`config.mk`:
```
export PLATFORM = sky130hd
export DESIGN_NAME = priority_ready_queue_top
export DESIGN_NICKNAME = d
export VERILOG_FILES = /design/src/sv/prq_pkg.sv /design/src/sv/priority_ready_queue_top.sv /design/src/sv/prq_cell.sv
export SDC_FILE = /design/constraint.sdc
export NUM_CORES = 2
export LEC_CHECK = 0
export ABC_AREA = 1
export BUFFER_PORTS_ARGS = -buffer_cell sky130_fd_sc_hd__buf_2
export CAP_MARGIN = 20
export CORE_MARGIN = 2
export CORE_UTILIZATION = 50
export CTS_BUF_LIST = sky130_fd_sc_hd__clkbuf_4
export CTS_CLUSTER_DIAMETER = 40
export CTS_CLUSTER_SIZE = 12
export DETAILED_ROUTE_END_ITERATION = 8
export PLACE_DENSITY = 0.72
export SETUP_SLACK_MARGIN = 0.3
export SYNTH_ARGS = -nofsm -noshare
export SYNTH_HDL_FRONTEND = slang
export SYNTH_SLANG_ARGS = --single-unit
export TNS_END_PERCENT = 5
```
`constraint.sdc`:
```
create_clock -name clk -period 7.15 [get_ports clk]
set_clock_uncertainty 0.15 [all_clocks]
set_input_delay 1.43 -clock clk [delete_from_list [all_inputs] [get_ports clk]]
set_output_delay 1.43 -clock clk [all_outputs]
set_load 0.05 [all_outputs]
```
`src/sv/prq_pkg.sv`:
```
package prq_pkg;

	localparam int unsigned DEPTH_DEF = 16;
	localparam int unsigned ID_W      = 16;
	localparam int unsigned PRI_W     = 16;
	localparam int unsigned OCC_W     = 5;
	localparam int unsigned STAT_W    = 2;

	// request codes
	localparam logic ACT_PUSH = 1'b0;
	localparam logic ACT_POP  = 1'b1;

	// result status codes
	localparam logic [STAT_W-1:0] STAT_OK    = 2'd0;
	localparam logic [STAT_W-1:0] STAT_FULL  = 2'd1;
	localparam logic [STAT_W-1:0] STAT_EMPTY = 2'd2;

	typedef struct packed {
		logic [ID_W-1:0]         id;
		logic signed [PRI_W-1:0] pri;
	} entry_t;

	// running minimum handed down the row
	typedef struct packed {
		logic   vld;
		entry_t ent;
	} carry_t;

	// row-wide shift commands
	typedef struct packed {
		logic push;    // every cell takes its left neighbor
		logic remove;  // cells at or behind the winner take their right neighbor
	} cell_ctrl_t;

endpackage

```
`src/sv/priority_ready_queue_top.sv`:
```
// Priority ready queue: keeps up to QUEUE_DEPTH (thread id, priority) requests
// in a row of cells, the front in cell 0. A push request (action 0) inserts at
// the front; a pop request (action 1) removes the entry with the lowest signed
// priority, the one nearest the front among equals (LIFO on ties). A request is
// taken on a clock edge with start high and busy low. Each request gives one
// result, shown for exactly one cycle with done high; the receiver cannot stall
// it, so it must take it then. Push, push to a full queue and pop from an empty
// queue: the result appears in the cycle after the request edge and busy stays
// low, so a request may follow every cycle. Pop on a non-empty queue: busy is
// high while the running minimum moves through the cell row one cell per
// clock, and the result appears once it has reached the last cell, so no new
// request is taken until then. A new request may be given in the same cycle
// that a result is shown. occupancy is the entry count after the request, kept
// to its low five bits.
module priority_ready_queue_top #(
	parameter int unsigned QUEUE_DEPTH = prq_pkg::DEPTH_DEF
) (
	input  logic                                  clk,
	input  logic                                  arst_n,
	input  logic                                  start,
	output logic                                  busy,
	input  logic                                  action,
	input  logic [prq_pkg::ID_W-1:0]              thread_id,
	input  logic signed [prq_pkg::PRI_W-1:0]      priority_req,
	output logic                                  done,
	output logic [prq_pkg::STAT_W-1:0]            status,
	output logic [prq_pkg::ID_W-1:0]              popped_id,
	output logic signed [prq_pkg::PRI_W-1:0]      popped_priority,
	output logic [prq_pkg::OCC_W-1:0]             occupancy
);
	import prq_pkg::*;

	localparam int unsigned IW = $clog2(QUEUE_DEPTH);
	localparam int unsigned CW = $clog2(QUEUE_DEPTH + 1);

	// controller states
	localparam logic S_IDLE = 1'b0;
	localparam logic S_SCAN = 1'b1;

	logic          state_q;
	logic [CW-1:0] count_q;
	logic [IW-1:0] scan_cnt_q;
	logic          done_q;
	logic [STAT_W-1:0]        status_q;
	logic [ID_W-1:0]          pid_q;
	logic signed [PRI_W-1:0]  ppri_q;

	logic       accept;
	logic       is_full;
	logic       is_empty;
	logic       scan_last;
	cell_ctrl_t ctrl;
	entry_t     new_ent;

	entry_t        ent      [QUEUE_DEPTH];
	carry_t        carry    [QUEUE_DEPTH];
	logic [IW-1:0] carry_idx[QUEUE_DEPTH];

	assign accept    = start && !busy;
	assign is_full   = count_q == CW'(QUEUE_DEPTH);
	assign is_empty  = count_q == '0;
	assign scan_last = (state_q == S_SCAN) && (scan_cnt_q == '0);

	// row commands: push shifts everything back one cell, the end of a pop
	// scan closes the gap behind the winner
	assign ctrl.push   = accept && (action == ACT_PUSH) && !is_full;
	assign ctrl.remove = scan_last;

	assign new_ent.id  = thread_id;
	assign new_ent.pri = priority_req;

	// the cell row; the running minimum at the last cell names the winner
	for (genvar i = 0; i < QUEUE_DEPTH; i++) begin : g_cell
		entry_t        left_w;
		entry_t        right_w;
		carry_t        cin_w;
		logic [IW-1:0] cin_idx_w;

		if (i == 0) begin : g_head
			assign left_w    = new_ent;
			assign cin_w     = '0;
			assign cin_idx_w = '0;
		end else begin : g_body
			assign left_w    = ent[i-1];
			assign cin_w     = carry[i-1];
			assign cin_idx_w = carry_idx[i-1];
		end

		if (i == QUEUE_DEPTH - 1) begin : g_tail
			assign right_w = ent[i];
		end else begin : g_mid
			assign right_w = ent[i+1];
		end

		prq_cell #(
			.QUEUE_DEPTH(QUEUE_DEPTH),
			.IDX        (i)
		) u_cell (
			.clk          (clk),
			.ctrl         (ctrl),
			.left         (left_w),
			.right        (right_w),
			.ent          (ent[i]),
			.carry_in     (cin_w),
			.carry_in_idx (cin_idx_w),
			.carry_out    (carry[i]),
			.carry_out_idx(carry_idx[i]),
			.count        (count_q),
			.best_idx     (carry_idx[QUEUE_DEPTH-1])
		);
	end

	// control: the queue holds still during a scan, so by the end of the scan
	// the tail carry holds the front-most minimum
	always_ff @(posedge clk or negedge arst_n) begin
		if (!arst_n) begin
			state_q    <= S_IDLE;
			count_q    <= '0;
			scan_cnt_q <= '0;
			done_q     <= 1'b0;
		end else begin
			done_q <= 1'b0;
			unique case (state_q)
				S_IDLE: begin
					if (accept) begin
						if (action == ACT_PUSH) begin
							done_q <= 1'b1;
							if (!is_full) begin
								count_q <= count_q + 1'b1;
							end
						end else if (is_empty) begin
							done_q <= 1'b1;
						end else begin
							state_q    <= S_SCAN;
							scan_cnt_q <= IW'(QUEUE_DEPTH - 1);
						end
					end
				end
				S_SCAN: begin
					if (scan_cnt_q == '0) begin
						state_q <= S_IDLE;
						count_q <= count_q - 1'b1;
						done_q  <= 1'b1;
					end else begin
						scan_cnt_q <= scan_cnt_q - 1'b1;
					end
				end
				default: begin
					state_q <= S_IDLE;
				end
			endcase
		end
	end

	// result payload
	always_ff @(posedge clk) begin
		if (scan_last) begin
			status_q <= STAT_OK;
			pid_q    <= carry[QUEUE_DEPTH-1].ent.id;
			ppri_q   <= carry[QUEUE_DEPTH-1].ent.pri;
		end else if (accept) begin
			pid_q  <= '0;
			ppri_q <= '0;
			if (action == ACT_PUSH) begin
				status_q <= is_full ? STAT_FULL : STAT_OK;
			end else begin
				status_q <= STAT_EMPTY;
			end
		end
	end

	assign busy            = state_q == S_SCAN;
	assign done            = done_q;
	assign status          = status_q;
	assign popped_id       = pid_q;
	assign popped_priority = ppri_q;
	assign occupancy       = OCC_W'(count_q);

	// count never passes the depth
	a_count_bound: assert property (@(posedge clk) disable iff (!arst_n)
		count_q <= CW'(QUEUE_DEPTH))
		else $error("queue count above depth");

	// push on a full queue is refused at once and leaves the count alone
	a_full_push: assert property (@(posedge clk) disable iff (!arst_n)
		(accept && (action == ACT_PUSH) && is_full)
		|=> (done && (status == STAT_FULL) && $stable(count_q)))
		else $error("full push not refused");

	// pop on an empty queue answers at once without a scan
	a_empty_pop: assert property (@(posedge clk) disable iff (!arst_n)
		(accept && (action == ACT_POP) && is_empty)
		|=> (done && (status == STAT_EMPTY) && (state_q == S_IDLE)))
		else $error("empty pop not answered");

	// end of a scan removes exactly one entry and reports it
	a_pop_done: assert property (@(posedge clk) disable iff (!arst_n)
		scan_last |=> (done && (status == STAT_OK)
		&& (count_q == $past(count_q) - 1'b1)))
		else $error("pop did not remove one entry");

	// a scan always carries a valid minimum to the tail
	a_scan_valid: assert property (@(posedge clk) disable iff (!arst_n)
		scan_last |-> carry[QUEUE_DEPTH-1].vld)
		else $error("scan ended without a winner");

endmodule

```
`src/sv/prq_cell.sv`:
```
module prq_cell #(
	parameter int unsigned QUEUE_DEPTH = 16,
	parameter int unsigned IDX = 0,
	localparam int unsigned IW = $clog2(QUEUE_DEPTH),
	localparam int unsigned CW = $clog2(QUEUE_DEPTH + 1)
) (
	input  logic                clk,
	input  prq_pkg::cell_ctrl_t ctrl,
	input  prq_pkg::entry_t     left,
	input  prq_pkg::entry_t     right,
	output prq_pkg::entry_t     ent,
	input  prq_pkg::carry_t     carry_in,
	input  logic [IW-1:0]       carry_in_idx,
	output prq_pkg::carry_t     carry_out,
	output logic [IW-1:0]       carry_out_idx,
	input  logic [CW-1:0]       count,
	input  logic [IW-1:0]       best_idx
);
	import prq_pkg::*;

	entry_t        ent_q;
	carry_t        carry_q;
	logic [IW-1:0] carry_idx_q;
	logic          occupied;
	logic          take_own;

	assign occupied = CW'(IDX) < count;
	// strict compare: an earlier (front) entry keeps ties
	assign take_own = occupied && (!carry_in.vld || (ent_q.pri < carry_in.ent.pri));

	always_ff @(posedge clk) begin
		if (ctrl.push) begin
			ent_q <= left;
		end else if (ctrl.remove && (IW'(IDX) >= best_idx)) begin
			ent_q <= right;
		end
	end

	always_ff @(posedge clk) begin
		if (take_own) begin
			carry_q.vld <= 1'b1;
			carry_q.ent <= ent_q;
			carry_idx_q <= IW'(IDX);
		end else begin
			carry_q     <= carry_in;
			carry_idx_q <= carry_in_idx;
		end
	end

	assign ent           = ent_q;
	assign carry_out     = carry_q;
	assign carry_out_idx = carry_idx_q;

endmodule
```
==> results.cfg <==
[outcome]
status = complete, no violations

[sta]
worst_pin_slew_ps = 1071
fin_ws_ps = 2672
finalCriticalPeriod_ps = 4478
rsz0062_at_grt = false
whs_ps = 247.4
finalCritPeriodShare_pct = 62.63
slew_headroom_pct = 28.60
hold_violations = 0
final_max_slew_viol_count = 0
final.setup.tns_ps = 0
clock.fmax_mhz = 223.3
finalSetupViolCount = 0

[clock_network]
clockBufferDepth = 3
clk_latency_ps = 1080
clock-sinks = 1133
cts_tree = yes
cts_buffers = 137
cts_setup_buffers = 0
h-tree-depth = 4
clockRootBuffer = clkbuf_4
path_clk_slew_ps = 130

[synth]
syn_inst = 5675
ys_types = 39
yosysWarnings = 0
synth-seq-area-share_pct = 57.69
syn_avg_cell_area_um2 = 8.608
syn-num-nets = 5940
synth-seq-cells = 1133
netlist_area_mm2 = 0.04885

[setup_path]
startpoint = occupancy[0]$_DFFE_PN0P_
reg2regPathDepth = 9
cp_slowest_cell = a21oi_4
endpoint_kind = flip-flop
criticalPathCategory = flip-flop to flip-flop
required_ps = 7650
start_kind = flip-flop
arrival_ps = 4980
cp.depth = 9
crit_family = simple AND/OR/NAND/NOR gates
r2r_start = occupancy[0]$_DFFE_PN0P_
slowest_delay_ps = 850
path_buf_inv = 2
reg2reg_slack_ps = 2670
path_cells = inv_2 -> ha_1 -> nand2_1 -> nor2_1 -> nand2_1 -> nand2_8 -> inv_8 -> nor2_1 -> a21oi_4
worstPathMaxFanout = 122

[routing]
post_drt_wl_per_cell_um = 14.36
drc = 0
drt_iter0_drc = 3368
vias_per_cell = 4.965
wirelength_um = 101500
ant_nets = 0
vias = 35100
first_pass_iters = 6

[min_path]
hold_path_class = flip-flop to flip-flop
hp-start = g_cell[7].u_cell.carry_out_idx[1]$_SDFF_PP1_
holdPathStages = 2

[layout]
final_common_cell = nand2_1
layout_common_cells = 2698 x nand2_1, 578 x dfxtp_1, 544 x edfxtp_1, 528 x nand3_1, 449 x inv_1
final_layout_size_suffix_gt1_share_pct = 7.532
final_util_pct = 54.12
area_growth_pct = 7.143
nets = 5941

[power_and_ir_drop]
power_switching_mw = 8.233
p_int_mw = 13.26
combPwrFrac_pct = 34.8
power_density_mw_per_mm2 = 410.6
p_total_mw = 21.49
sw_frac_of_total_pct = 38.30
ir_worst_vdd_uv = 220.7
pwr-share-seq_pct = 45.2
clockPowerShare_pct = 20.0
leakagePower_nw = 25.42

[grt]
antenna_found_initial = 2
track_usage_pct = 20.50
grt_pass1_wl_um = 170900
first_global_vias = 34300
grt_max_degree = 205
grt_overflow_total = 0

[floorplanning]
initial_core_util_pct = 50.51
dieArea_mm2 = 0.1002
row_count = 114
die_width_um = 316.6
die_h_um = 316.6
boundaryPins = 77
core-area_mm2 = 0.09671

[placement]
place.gp.congestion = 0.8408
post-place-ws_ps = 2208
post-dp-hpwl_um = 68980
numPortBuffers = 76

[flow_run]
cap_violations = 0
## area by class of cell
cell class	instances	area, µm²
diodes	4	10.01
clock buffers	177	1329
clock inverters	75	975.9
fillers	8671	44370
inverters	465	1755
multi-input cells	3822	17720
flip-flops and latches	1133	28180
well taps	1276	1597
repair buffers	117	773.2
## worst register-to-register path: cells and delay by family, from the launching register on
kind | cells | cell delay [ps]
buffers and inverters | 2 | 1130
AOI/OAI and AO/OA | 1 | 850
and+or+nand+nor | 5 | 1100
adders and majority gates | 1 | 250
DFF | 1 | 570
## state kept, by name (all words and copies together), names as in the netlist
signal,cells
occupancy,5
g_cell.u_cell.carry_out,527
busy,1
g_cell.u_cell.carry_out_idx,49
popped_priority,16
status,2
done,1
g_cell.u_cell.ent,512
popped_id,16
scan_cnt_q,4
## layer usage
layer  GRT usage (%)  vias up  wire [µm]
met2           33.39      991      46480
met4           5.800        0       1795
met3           3.100      152       5855
li1                -    18100          -
met5               0        -          0
met1           28.51    15850      47380
## power by group through the flow
stage / Sequential [mW] / Combinational [mW] / Clock (mW)
CTS: 9.70 / 7.53 / 4.39
global placement: 9.81 / 7.21 / 0
finish: 9.71 / 7.49 / 4.30
floorplan: 9.78 / 5.88 / 0
detailed placement: 9.86 / 7.49 / 0
global route: 9.91 / 8.74 / 4.65
## path summary, 6_finish.rpt
check | endpoint
max | g_cell[4].u_cell.ent[9]$_DFFE_PP_
min | g_cell[8].u_cell.carry_out_idx[1]$_SDFF_PP0_
max reg2reg | g_cell[4].u_cell.ent[9]$_DFFE_PP_
min reg2reg | g_cell[8].u_cell.carry_out_idx[1]$_SDFF_PP0_
max in group asynchronous | scan_cnt_q[0]$_DFFE_PN0P_
min in group asynchronous | occupancy[1]$_DFFE_PN0P_
## cell families (layout without fill, tap and decap cells)
logic type / after synthesis / in the layout / synth area share (%)
simple gates: 3394 / 3394 / 27.82
flops: 1133 / 1133 / 57.69
buf+inv: 720 / 834 / 6.260
fa+ha+maj: 229 / 229 / 5.865
compound gates: 194 / 194 / 2.277
xor+xnor: 5 / 5 / 0.08964
other cells: 0 / 4 / 0
## cells in the mapped netlist
cell	instances	area share, %
o21a_1	9	0.14
nor3_1	12	0.12
xor2_1	5	0.090
ha_1	229	5.9
a22oi_1	1	0.015
nor2_1	101	0.78
o221ai_1	1	0.018
nand3_1	528	5.4
a41oi_4	2	0.11
o21bai_1	1	0.015
o21ai_1	4	0.041
a31oi_1	3	0.038
inv_2	15	0.12
nor2_4	2	0.046
nand2_2	17	0.22
a21oi_1	95	0.97
clkbuf_1	61	0.47
a21boi_0	11	0.17
nand2_1	2698	21
o31ai_1	2	0.031
buf_1	12	0.092
nand2_4	1	0.023
inv_1	449	3.4
buf_6	4	0.092
o31ai_4	1	0.044
or2_2	16	0.20
o21ai_0	61	0.62
nor3_2	1	0.020
edfxtp_1	544	33
inv_4	1	0.013
buf_4	40	0.61
nand4_1	10	0.13
o21ai_2	2	0.036
buf_2	138	1.4
a221o_1	1	0.020
dfxtp_1	578	24
dfrtp_1	11	0.56
nor2_2	3	0.038
nand3_2	5	0.10
## repair_timing
action                    in CTS  in global routing
hold buffers                   1                  0
resized for setup              0                  0
hold endpoints to repair      11                  0
## metrics by stage
step	instance area (µm²)	std cells
floorplan	48850	5675
global placement	49950	6809
global route	52340	7069
finish	52340	7069
detailed placement	49970	6810
CTS	52280	7063
Note: power is estimated with default switching activity, not from simulation.
